## config.mk

```make
export PLATFORM = sky130hd
export DESIGN_NAME = key_value_table
export DESIGN_NICKNAME = d
export VERILOG_FILES = /design/src/hdl/kvt_pkg.sv /design/src/hdl/kvt_cell.sv /design/src/hdl/key_value_table.sv
export SDC_FILE = /design/constraint.sdc
export NUM_CORES = 2
export LEC_CHECK = 0
export BUFFER_PORTS_ARGS = -buffer_cell sky130_fd_sc_hd__buf_2
export CORE_ASPECT_RATIO = 1.5
export CORE_MARGIN = 3
export CORE_UTILIZATION = 40
export CTS_CLUSTER_DIAMETER = 50
export DETAILED_ROUTE_END_ITERATION = 10
export SKIP_CTS_REPAIR_TIMING = 1
export SLEW_MARGIN = 20
export SYNTH_ARGS = -nofsm -noshare
export SYNTH_HDL_FRONTEND = slang
export SYNTH_HIERARCHICAL = 1
export SYNTH_SLANG_ARGS = --single-unit
```

## constraint.sdc

```tcl
create_clock -name clk -period 5.45 [get_ports clk]
set_input_delay 1.09 -clock clk [delete_from_list [all_inputs] [get_ports clk]]
set_output_delay 1.09 -clock clk [all_outputs]
set_load 0.05 [all_outputs]
```

## src/hdl/kvt_pkg.sv

```systemverilog
// Shared types and constants of the key/value table.
`default_nettype none

package kvt_pkg;

  // Fixed item field widths
  localparam int KEY_W       = 32;
  localparam int VALUE_W     = 32;
  localparam int FUNC_W      = 3;
  localparam int COUNT_OUT_W = 5;

  // Default table size
  localparam int ENTRIES_DEF = 16;

  // Operation codes
  localparam logic [FUNC_W-1:0] FN_WRITE        = 3'd0;
  localparam logic [FUNC_W-1:0] FN_READ         = 3'd1;
  localparam logic [FUNC_W-1:0] FN_CONTAINS     = 3'd2;
  localparam logic [FUNC_W-1:0] FN_REMOVE_KEY   = 3'd3;
  localparam logic [FUNC_W-1:0] FN_REMOVE_VALUE = 3'd4;
  localparam logic [FUNC_W-1:0] FN_CLEAR        = 3'd5;

  // Operation token walking down the cell row
  typedef struct packed {
    logic               vld;
    logic [FUNC_W-1:0]  func;
    logic [KEY_W-1:0]   key;
    logic [VALUE_W-1:0] value;
    logic               hit;
    logic               free_seen;
    logic [VALUE_W-1:0] rd;
  } tok_t;

  // Insert broadcast to all cells
  typedef struct packed {
    logic               vld;
    logic [KEY_W-1:0]   key;
    logic [VALUE_W-1:0] value;
  } ins_t;

endpackage

`default_nettype wire

```

## src/hdl/kvt_cell.sv

```systemverilog
// One table slot: holds a key, a value and a valid mark, and passes the token on.
`default_nettype none

module kvt_cell import kvt_pkg::*; #(
  parameter int ENTRIES = ENTRIES_DEF,
  parameter int INDEX   = 0,
  localparam int IDX_W  = $clog2(ENTRIES),
  localparam int CNT_W  = $clog2(ENTRIES + 1)
) (
  input  wire              clk,
  input  wire              rst_n,
  input  tok_t             tok_i,
  input  wire  [IDX_W-1:0] fidx_i,
  input  wire  [CNT_W-1:0] del_i,
  input  ins_t             ins_i,
  input  wire  [IDX_W-1:0] ins_idx_i,
  output tok_t             tok_o,
  output logic [IDX_W-1:0] fidx_o,
  output logic [CNT_W-1:0] del_o
);

  logic               valid_r, valid_nxt;
  logic [KEY_W-1:0]   key_r, key_nxt;
  logic [VALUE_W-1:0] value_r, value_nxt;
  tok_t               tok_r, tok_nxt;
  logic [IDX_W-1:0]   fidx_r, fidx_nxt;
  logic [CNT_W-1:0]   del_r, del_nxt;
  logic               match_k, match_v, ins_here;

  assign match_k  = valid_r && (key_r == tok_i.key);
  assign match_v  = valid_r && (value_r == tok_i.value);
  assign ins_here = ins_i.vld && (ins_idx_i == IDX_W'(INDEX));

  // Local action of the passing token, plus the insert write
  always_comb begin
    valid_nxt = valid_r;
    key_nxt   = key_r;
    value_nxt = value_r;
    tok_nxt   = tok_i;
    fidx_nxt  = fidx_i;
    del_nxt   = del_i;
    if (tok_i.vld) begin
      case (tok_i.func)
        FN_WRITE: begin
          if (match_k) begin
            value_nxt   = tok_i.value;
            tok_nxt.hit = 1'b1;
          end
        end
        FN_READ: begin
          if (match_k) begin
            tok_nxt.rd  = value_r;
            tok_nxt.hit = 1'b1;
          end
        end
        FN_CONTAINS: begin
          if (match_k) begin
            tok_nxt.hit = 1'b1;
          end
        end
        FN_REMOVE_KEY: begin
          if (match_k) begin
            valid_nxt   = 1'b0;
            tok_nxt.hit = 1'b1;
            del_nxt     = del_i + CNT_W'(1);
          end
        end
        FN_REMOVE_VALUE: begin
          if (match_v) begin
            valid_nxt   = 1'b0;
            tok_nxt.hit = 1'b1;
            del_nxt     = del_i + CNT_W'(1);
          end
        end
        FN_CLEAR: begin
          valid_nxt = 1'b0;
        end
        default: begin
        end
      endcase
      // lowest free slot claims the token's insert position
      if (!valid_r && !tok_i.free_seen) begin
        tok_nxt.free_seen = 1'b1;
        fidx_nxt          = IDX_W'(INDEX);
      end
    end
    if (ins_here) begin
      valid_nxt = 1'b1;
      key_nxt   = ins_i.key;
      value_nxt = ins_i.value;
    end
  end

  // Control state and token
  always_ff @(posedge clk) begin
    if (!rst_n) begin
      valid_r   <= 1'b0;
      tok_r.vld <= 1'b0;
    end else begin
      valid_r   <= valid_nxt;
      tok_r.vld <= tok_nxt.vld;
    end
    tok_r.func      <= tok_nxt.func;
    tok_r.key       <= tok_nxt.key;
    tok_r.value     <= tok_nxt.value;
    tok_r.hit       <= tok_nxt.hit;
    tok_r.free_seen <= tok_nxt.free_seen;
    tok_r.rd        <= tok_nxt.rd;
  end

  // Payload
  always_ff @(posedge clk) begin
    key_r           <= key_nxt;
    value_r         <= value_nxt;
    fidx_r          <= fidx_nxt;
    del_r           <= del_nxt;
  end

  assign tok_o  = tok_r;
  assign fidx_o = fidx_r;
  assign del_o  = del_r;

endmodule

`default_nettype wire

```

## src/hdl/key_value_table.sv

```systemverilog
// Key/value table: a row of ENTRIES slot cells walked by one operation token.
// The token passes the ENTRIES cell registers, then the result holding and output registers.
// No new item is accepted until the last result moves out; the token visits one cell per cycle.
// An insert is written into the chosen cell at the cycle the token leaves the row.
// Reset (synchronous, rst_n low) clears all valid marks, the count and control.
`default_nettype none

module key_value_table import kvt_pkg::*; #(
  parameter int ENTRIES = ENTRIES_DEF
) (
  input  wire                      clk,
  input  wire                      rst_n,
  input  wire                      in_valid,
  output logic                     in_stall,
  input  wire  [FUNC_W-1:0]        in_func,
  input  wire  [KEY_W-1:0]         in_key,
  input  wire  [VALUE_W-1:0]       in_value,
  output logic                     out_valid,
  input  wire                      out_stall,
  output logic [VALUE_W-1:0]       out_read_value,
  output logic                     out_hit,
  output logic                     out_full_error,
  output logic [COUNT_OUT_W-1:0]   out_entry_count
);

  localparam int IDX_W = $clog2(ENTRIES);
  localparam int CNT_W = $clog2(ENTRIES + 1);

  typedef enum logic [2:0] {
    ST_IDLE = 3'b001,
    ST_WALK = 3'b010,
    ST_HOLD = 3'b100
  } state_t;

  state_t             state_r, state_nxt;
  logic [CNT_W-1:0]   count_r, count_nxt;

  tok_t               tok_w  [ENTRIES+1];
  logic [IDX_W-1:0]   fidx_w [ENTRIES+1];
  logic [CNT_W-1:0]   del_w  [ENTRIES+1];
  tok_t               tl;
  ins_t               ins;
  logic               accept, need_ins, do_ins, full;

  // Result holding and output registers
  logic               res_hit_r, res_full_r;
  logic [VALUE_W-1:0] res_rd_r;
  logic [CNT_W-1:0]   res_cnt_r;
  logic               out_valid_r, out_valid_nxt;
  logic               out_hit_r, out_full_r;
  logic [VALUE_W-1:0] out_rd_r;
  logic [CNT_W-1:0]   out_cnt_r;
  logic               out_free, move_out;
  logic [CNT_W+COUNT_OUT_W-1:0] cnt_ext;

  assign in_stall = (state_r != ST_IDLE);
  assign accept   = in_valid && !in_stall;

  // Token entering the first cell
  always_comb begin
    tok_w[0].vld       = accept;
    tok_w[0].func      = in_func;
    tok_w[0].key       = in_key;
    tok_w[0].value     = in_value;
    tok_w[0].hit       = 1'b0;
    tok_w[0].free_seen = 1'b0;
    tok_w[0].rd        = '0;
  end
  assign fidx_w[0] = '0;
  assign del_w[0]  = '0;

  // Cell row
  for (genvar i = 0; i < ENTRIES; i++) begin : g_cell
    kvt_cell #(
      .ENTRIES (ENTRIES),
      .INDEX   (i)
    ) u_cell (
      .clk       (clk),
      .rst_n     (rst_n),
      .tok_i     (tok_w[i]),
      .fidx_i    (fidx_w[i]),
      .del_i     (del_w[i]),
      .ins_i     (ins),
      .ins_idx_i (fidx_w[ENTRIES]),
      .tok_o     (tok_w[i+1]),
      .fidx_o    (fidx_w[i+1]),
      .del_o     (del_w[i+1])
    );
  end

  // Token leaving the row: finish insert and count
  assign tl       = tok_w[ENTRIES];
  assign need_ins = ((tl.func == FN_WRITE) || (tl.func == FN_READ)) && !tl.hit;
  assign do_ins   = tl.vld && need_ins && tl.free_seen;
  assign full     = need_ins && !tl.free_seen;

  always_comb begin
    ins.vld   = do_ins;
    ins.key   = tl.key;
    ins.value = (tl.func == FN_WRITE) ? tl.value : '0;
  end

  always_comb begin
    count_nxt = count_r;
    if (tl.vld) begin
      case (tl.func)
        FN_WRITE, FN_READ: begin
          if (do_ins) begin
            count_nxt = count_r + CNT_W'(1);
          end
        end
        FN_REMOVE_KEY, FN_REMOVE_VALUE: begin
          count_nxt = count_r - del_w[ENTRIES];
        end
        FN_CLEAR: begin
          count_nxt = '0;
        end
        default: begin
        end
      endcase
    end
  end

  // Sequencer
  assign out_free = !out_valid_r || !out_stall;
  assign move_out = (state_r == ST_HOLD) && out_free;

  always_comb begin
    state_nxt = state_r;
    case (state_r)
      ST_IDLE: begin
        if (accept) begin
          state_nxt = ST_WALK;
        end
      end
      ST_WALK: begin
        if (tl.vld) begin
          state_nxt = ST_HOLD;
        end
      end
      ST_HOLD: begin
        if (out_free) begin
          state_nxt = ST_IDLE;
        end
      end
      default: begin
        state_nxt = ST_IDLE;
      end
    endcase
  end

  always_comb begin
    out_valid_nxt = out_valid_r;
    if (move_out) begin
      out_valid_nxt = 1'b1;
    end else if (out_valid_r && !out_stall) begin
      out_valid_nxt = 1'b0;
    end
  end

  // Control state
  always_ff @(posedge clk) begin
    if (!rst_n) begin
      state_r     <= ST_IDLE;
      count_r     <= '0;
      out_valid_r <= 1'b0;
    end else begin
      state_r     <= state_nxt;
      count_r     <= count_nxt;
      out_valid_r <= out_valid_nxt;
    end
  end

  // Result payload
  always_ff @(posedge clk) begin
    if (tl.vld) begin
      res_hit_r  <= tl.hit && (tl.func != FN_CLEAR);
      res_full_r <= full;
      res_rd_r   <= (tl.func == FN_READ) ? tl.rd : '0;
      res_cnt_r  <= count_nxt;
    end
    if (move_out) begin
      out_hit_r  <= res_hit_r;
      out_full_r <= res_full_r;
      out_rd_r   <= res_rd_r;
      out_cnt_r  <= res_cnt_r;
    end
  end

  // Outputs
  assign cnt_ext         = {{COUNT_OUT_W{1'b0}}, out_cnt_r};
  assign out_valid       = out_valid_r;
  assign out_read_value  = out_rd_r;
  assign out_hit         = out_hit_r;
  assign out_full_error  = out_full_r;
  assign out_entry_count = cnt_ext[COUNT_OUT_W-1:0];

endmodule

`default_nettype wire
```

=== Yosys cells after proc, flatten, opt, wreduce, memory -nomap -nowiden ===
Index checks and enable logic that the tools add are counted.

* Bits in registers: 2899
* Latch bits: 0
* RAM bits: 0
* ROM bits: 0
* Input port bits: 71
* Output and inout bits: 41
* Word-level logic and storage cells: 988
* Memories: 0

* Add/sub/neg operators: 17
* $mul: 0
* Divide/modulo/power cells: 0
* $lt $le $gt $ge: 0
* Equality and inequality tests: 171
* Shifts and indexed selects: 0
* Muxes and demuxes: 355
* Bitwise gates (word level): 0
* Reductions and logical operators: 243

{| class="wikitable"
|+ Operators by type and width
! operator !! number
|-
| $mux W32 || 95
|-
| $eq A32 B32 Y1 || 32
|-
| $mux W34 || 15
|-
| $mux W5 || 47
|-
| $pmux W5 S2 || 16
|-
| $mux W1 || 117
|-
| $mux W4 || 28
|-
| $eq A3 B3 Y1 const B || 35
|-
| $eq A3 B2 Y1 const B || 34
|-
| $ne A3 B1 Y1 const B || 33
|-
| $reduce_bool A2 Y1 || 49
|-
| $add A5 B1 Y5 const B || 16
|-
| $logic_and A1 B1 Y1 || 71
|-
| $reduce_and A4 Y1 || 16
|-
| $reduce_bool A4 Y1 || 16
|-
| $reduce_or A4 Y1 || 16
|-
| $eq A3 B1 Y1 const B || 18
|-
| $reduce_and A3 Y1 || 18
|-
| $logic_not A3 Y1 || 17
|-
| $pmux W1 S3 || 16
|-
| $logic_not A1 Y1 || 35
|-
| $eq A4 B4 Y1 const B || 8
|-
| $pmux W1 S2 || 16
|-
| $eq A4 B3 Y1 const B || 4
|-
| other kinds (12) || 18
|}

=== Depth between registers and ports, before layout ===
* Depth in word-level cells: 8
* Mapped depth: 8
* Mapped depth without buffers: 8

=== Cells and area by module ===
The synthesis kept the hierarchy.

{| class="wikitable"
|+ Modules (own cells, without submodules)
! module !! times used !! cells each !! area each (µm²) !! sequential area each (µm²)
|-
| kvt_cell (g_cell[10].u_cell ...) || 5 || 401 || 6174.7 || 4164.0
|-
| kvt_cell (g_cell[4].u_cell ...) || 2 || 398 || 6152.2 || 4164.0
|-
| kvt_cell (g_cell[1].u_cell ...) || 2 || 399 || 6149.6 || 4164.0
|-
| kvt_cell (g_cell[11].u_cell ...) || 2 || 453 || 5955.7 || 4164.0
|-
| kvt_cell (g_cell[13].u_cell ...) || 2 || 386 || 5941.9 || 4164.0
|-
| kvt_cell (g_cell[3].u_cell) || 1 || 470 || 6254.7 || 4164.0
|-
| kvt_cell (g_cell[15].u_cell) || 1 || 461 || 6009.5 || 4164.0
|-
| kvt_cell (g_cell[0].u_cell) || 1 || 398 || 6005.8 || 4164.0
|-
| key_value_table || 1 || 247 || 3508.4 || 2522.4
|}

=== Worst setup path before layout ===
No wires, ideal clock.

* Kind: register -> register
* From: reg g_cell[15].u_cell.key_r[3]
* To: reg g_cell[15].u_cell.value_r[0] (enable)
* Library setup time: 0.511 ns
* Arrival: 4.489 ns
* Required time: 4.939 ns
* Setup slack: 0.451 ns
* Stages on the path, launching flop included: 6
* Path buffers: 0
* Period minus slack after synthesis: 4.999 ns
* Path through: edfxtp_1 > xnor2_1 > nand2_1 > nor4_1 > nand4_2 > o41ai_1

* Longest elaborated chain between the ends: 4

{| class="wikitable"
|+ Ends and longest elaborated chain
! item !! RTL line !! text
|-
| start, declared || kvt_cell.sv:23 || <nowiki>logic [KEY_W-1:0] key_r, key_nxt;</nowiki>
|-
| start signal, assigned || kvt_cell.sv:113 || <nowiki>key_r <= key_nxt;</nowiki>
|-
| $eq A32 B32 Y1 || kvt_cell.sv:30 || <nowiki>assign match_k = valid_r && (key_r == tok_i.key);</nowiki>
|-
| $logic_and A1 B1 Y1 || kvt_cell.sv:30 ||
|-
| $reduce_bool A2 Y1 (no line) || - ||
|-
| $reduce_and A3 Y1 (no line) || - ||
|-
| end signal, assigned || kvt_cell.sv:114 || <nowiki>value_r <= value_nxt;</nowiki>
|-
| end, declared || kvt_cell.sv:24 || <nowiki>logic [VALUE_W-1:0] value_r, value_nxt;</nowiki>
|}

No other way between the ends.
A chain may end at the register's enable or synchronous reset.

=== Final worst setup path ===
* From: reg g_cell[15].u_cell.tok_r (netlist bit g_cell[15].u_cell/tok_o[101])
* To: reg g_cell[13].u_cell.value_r[25] (enable)

* Longest elaborated chain between the ends: 5
* Elaborated cells between the ends (all ways): 7
* Classes of those cells: 7 x reduce/logical

{| class="wikitable"
|+ Ends and longest elaborated chain
! item !! RTL line !! text
|-
| start, declared || kvt_cell.sv:25 || <nowiki>tok_t tok_r, tok_nxt;</nowiki>
|-
| $logic_and A1 B1 Y1 * (2 in a row) || key_value_table.sv:94 || <nowiki>assign do_ins = tl.vld && need_ins && tl.free_seen;</nowiki>
|-
| net do_ins || key_value_table.sv:43 || <nowiki>logic accept, need_ins, do_ins, full;</nowiki>
|-
| $logic_and A1 B1 Y1 * || kvt_cell.sv:32 || <nowiki>assign ins_here = ins_i.vld && (ins_idx_i == IDX_W'(INDEX));</nowiki>
|-
| $reduce_bool A2 Y1 (no line) || - ||
|-
| $reduce_and A3 Y1 (no line) * || - ||
|-
| end signal, assigned || kvt_cell.sv:114 ||
|-
| end, declared || kvt_cell.sv:24 ||
|}

Mark *: on every way through the listed nets, which the timed path passes. The rest lies on a longest branch.

==> impl_results.md <==
* Launch point of the worst reg-to-reg path: g_cell[15].u_cell/tok_o[101]
* Worst hold path class: reg2reg
* CP Capture Type: flop
* Final Max Tran Viols at 0
* Total core area at 251000 sq um
* Worst setup SP type: flop
* Most used DFF post-synth: dfxtp_1
* Leakage at 42.8 nW
* Peak supply drop at 0.252 mV
* Mapped cell area at 101000 sq um
* Synth Area in XOR/XNOR at 8.68%
* Status: completed
* Initial antenna violation count at 4
* Root Buffer: clkbuf_16
* Area of the multi-input gates at 31000 sq um
* Vias in the first global route at 54100
* Yosys warns at 6
* Slew HR at 20.0%
* Synth Area in Adders at 0.280%
* Share of cells above drive strength 1 at 21.8%
* Fillers at 22000
* Post-synthesis mux area share at 11.3%
* Grt ovf at 0
* Nets at 7312
* HPWL Detailed at 164000 microns
* H-Tree Depth at 5
* CTS tree: done
* Area fraction of the dominant cell type after synthesis at 35.7%
* RSZ-0062 raised after global routing: false
* Setup TNS at 0 ps
* Port Buffer Count at 111
* CP required at 5910 ps
* WL final at 214000 microns
* CTS Sinks at 2903
* Syn Area/Cell at 14.7 sq um
* Worst clock skew at 40.1 ps
* DRC at 0
* Post-Synth Simple-Gate Area at 8.32%
* Area leader, netlist: dfxtp_1
* Post-synth ARST share at 0%
* Pre-Repair DR Iteration Count at 5
* CP arrival at 4090 ps
* CP Max Fanout at 46
* Placer Congestion at 0.881
* DR iter-0 viols at 2177
* Synth Area in Compound Gates at 1.80%
* Flops & latches, synth at 2903
* Wire length per cell at 19.9 microns
* Yosys cell types at 84
* Via count at 50500
* Most common cell after layout, fill and taps aside: dfxtp_1
* Crit Path Class: reg2reg
* Antenna Nets Post-Route at 0
* Row count at 225
* Initial Util at 40.3%
* Skew-Pair Late Insertion Delay at 820 ps
* Tmin final at 3630 ps
* Combinational family with the most area after synthesis: multiplexers
* Final setup viols at 0
* Setup crit start: g_cell[15].u_cell/tok_o[101]
* F_max at 275 MHz
* First-pass GRT wire length at 324000 microns
* Global-route usage over all layers at 16.2%
* Register area at 69200 sq um
* Die area at 259000 sq um
* Commonest non-fill, non-tap cells in the layout: dfxtp_1 (1795), edfxtp_1 (1102), xnor2_1 (607)
* Die Width at 416 microns
* Number of vias per cell at 4.71
* Number of top-level pins at 112
* Clock transition at the registers of the reported paths at 60 ps
* Largest cells by area after synthesis: dfxtp_1 (36%), edfxtp_1 (33%), mux2_2 (6.5%)
* Cell count after synthesis at 6853
* Register area share after synthesis at 68.4%
* Total power at 44.5 mW
* Post-synth EDFFs at 1102
* Area Overhead vs Synth at 13.8%
* CTS max path bufs at 4
* Min-delay src: g_cell[12].u_cell/tok_o[73]
* Maximum number of pins on one net before global-route repair at 67
* Tcrit/Tclk final at 66.6%
* PwrDens at 387 nW/um^2
* Num CTS Buffers at 285
* Max-cap violations at 0
* Die Height at 622 microns
* Slew at the pin with the worst max-slew slack at 1190 ps
* Fin. Hold Viols at 0
final cells by class:
type	instances	area share, %
Clock buffer	408	7.26
Inverter	97	0.317
Clock inverter	107	0.973
Multi-Input combinational cell	3777	27.0
Tap cell	3291	3.58
Sequential cell	2903	60.1
Antenna cell	2	0.00435
Timing Repair Buffer	155	0.770
metrics by stage:
step	util [%]	hold slack, ps	setup WS, ps	instance area (sq um)	instances
final	45.8	354	1820	115000	10700
after global routing	45.8	357	1450	115000	10700
after CTS	45.8	333	1700	115000	10700
after detailed placement	42.1	343	1640	106000	10200
after global placement	42.1	347	1500	106000	10200
after floorplan	-	331	451	101000	6903
cell usage after synthesis, types with 6 or more instances:
library cell / number
a211oi_1: 10
nor4_1: 119
nand2b_1: 91
nor3_1: 55
clkbuf_1: 61
edfxtp_1: 1102
a221oi_1: 6
buf_1: 10
nand2_1: 502
a21oi_1: 53
or2_0: 6
or4b_2: 6
buf_6: 46
a31o_2: 9
xnor2_1: 607
and2_1: 61
nor3b_1: 7
or2_2: 35
xor2_1: 387
a22o_1: 6
dfxtp_1: 1801
mux2_4: 300
nand3_1: 64
mux2_2: 585
and3_1: 41
buf_2: 6
nand4_1: 214
a21o_1: 10
mux2_1: 26
nor2_1: 132
o2bb2ai_1: 7
ha_1: 21
o22ai_1: 13
nor4_2: 9
o211ai_1: 15
o31ai_1: 6
o21ai_0: 48
nor2b_1: 114
o2111ai_1: 22
o221ai_1: 6
inv_1: 93
nor4b_2: 6
nand4b_1: 19
cells by family after synthesis:
logic type | count (synthesis)
compound gates | 259
xor+xnor | 998
fa+ha+maj | 22
buf+inv | 223
flops | 2903
mux | 911
other cells | 1
simple gates | 1536
flip-flops by register name, summed over array words and instances, names as in the netlist, 3 cells and up:
register and cells:
g_cell.u_cell/tok_o 1632, g_cell.u_cell/value_r 512, res_rd_r 32, count_r 5, out_entry_count 5, g_cell.u_cell/del_o 80, g_cell.u_cell/key_r 512, res_cnt_r 5
g_cell.u_cell/fidx_o 64, g_cell.u_cell/valid_r 16, out_read_value 32, state_r 3
final timing paths:
check / slack [ps] / end / depth (start not counted)
setup / recovery: 1820 / g_cell[13].u_cell/value_r[25] / 8
hold / removal: 350 / g_cell[13].u_cell/tok_o[73] / 0
setup reg to reg: 1820 / g_cell[13].u_cell/value_r[25] / 8
hold reg to reg: 350 / g_cell[13].u_cell/tok_o[73] / 0
worst max-delay path, cell delays in order (launching register included):
cell,delay [ps]
dfxtp_2,310
buf_4,470
and3b_2,310
and2_2,480
nand4_1,230
nor2_4,770
inv_1,160
o21ai_2,90
buf_4,380
where the power goes:
part	switching [mW]	internal [mW]	leakage, nW	total [mW]
combinational	0.568	0.673	13.0	1.24
clock	7.98	11.5	4.66	19.5
sequential	0.563	23.2	25.1	23.8
total	9.11	35.4	42.8	44.5
layer usage:
layer | track usage (%) | part of all wire (%)
met1 | 17.2 | 38
met3 | 2.16 | 3.0
met2 | 31.0 | 54
met4 | 8.18 | 5.5
met5 | 0 | 0
No activity file was read; power rests on OpenSTA's default activity.
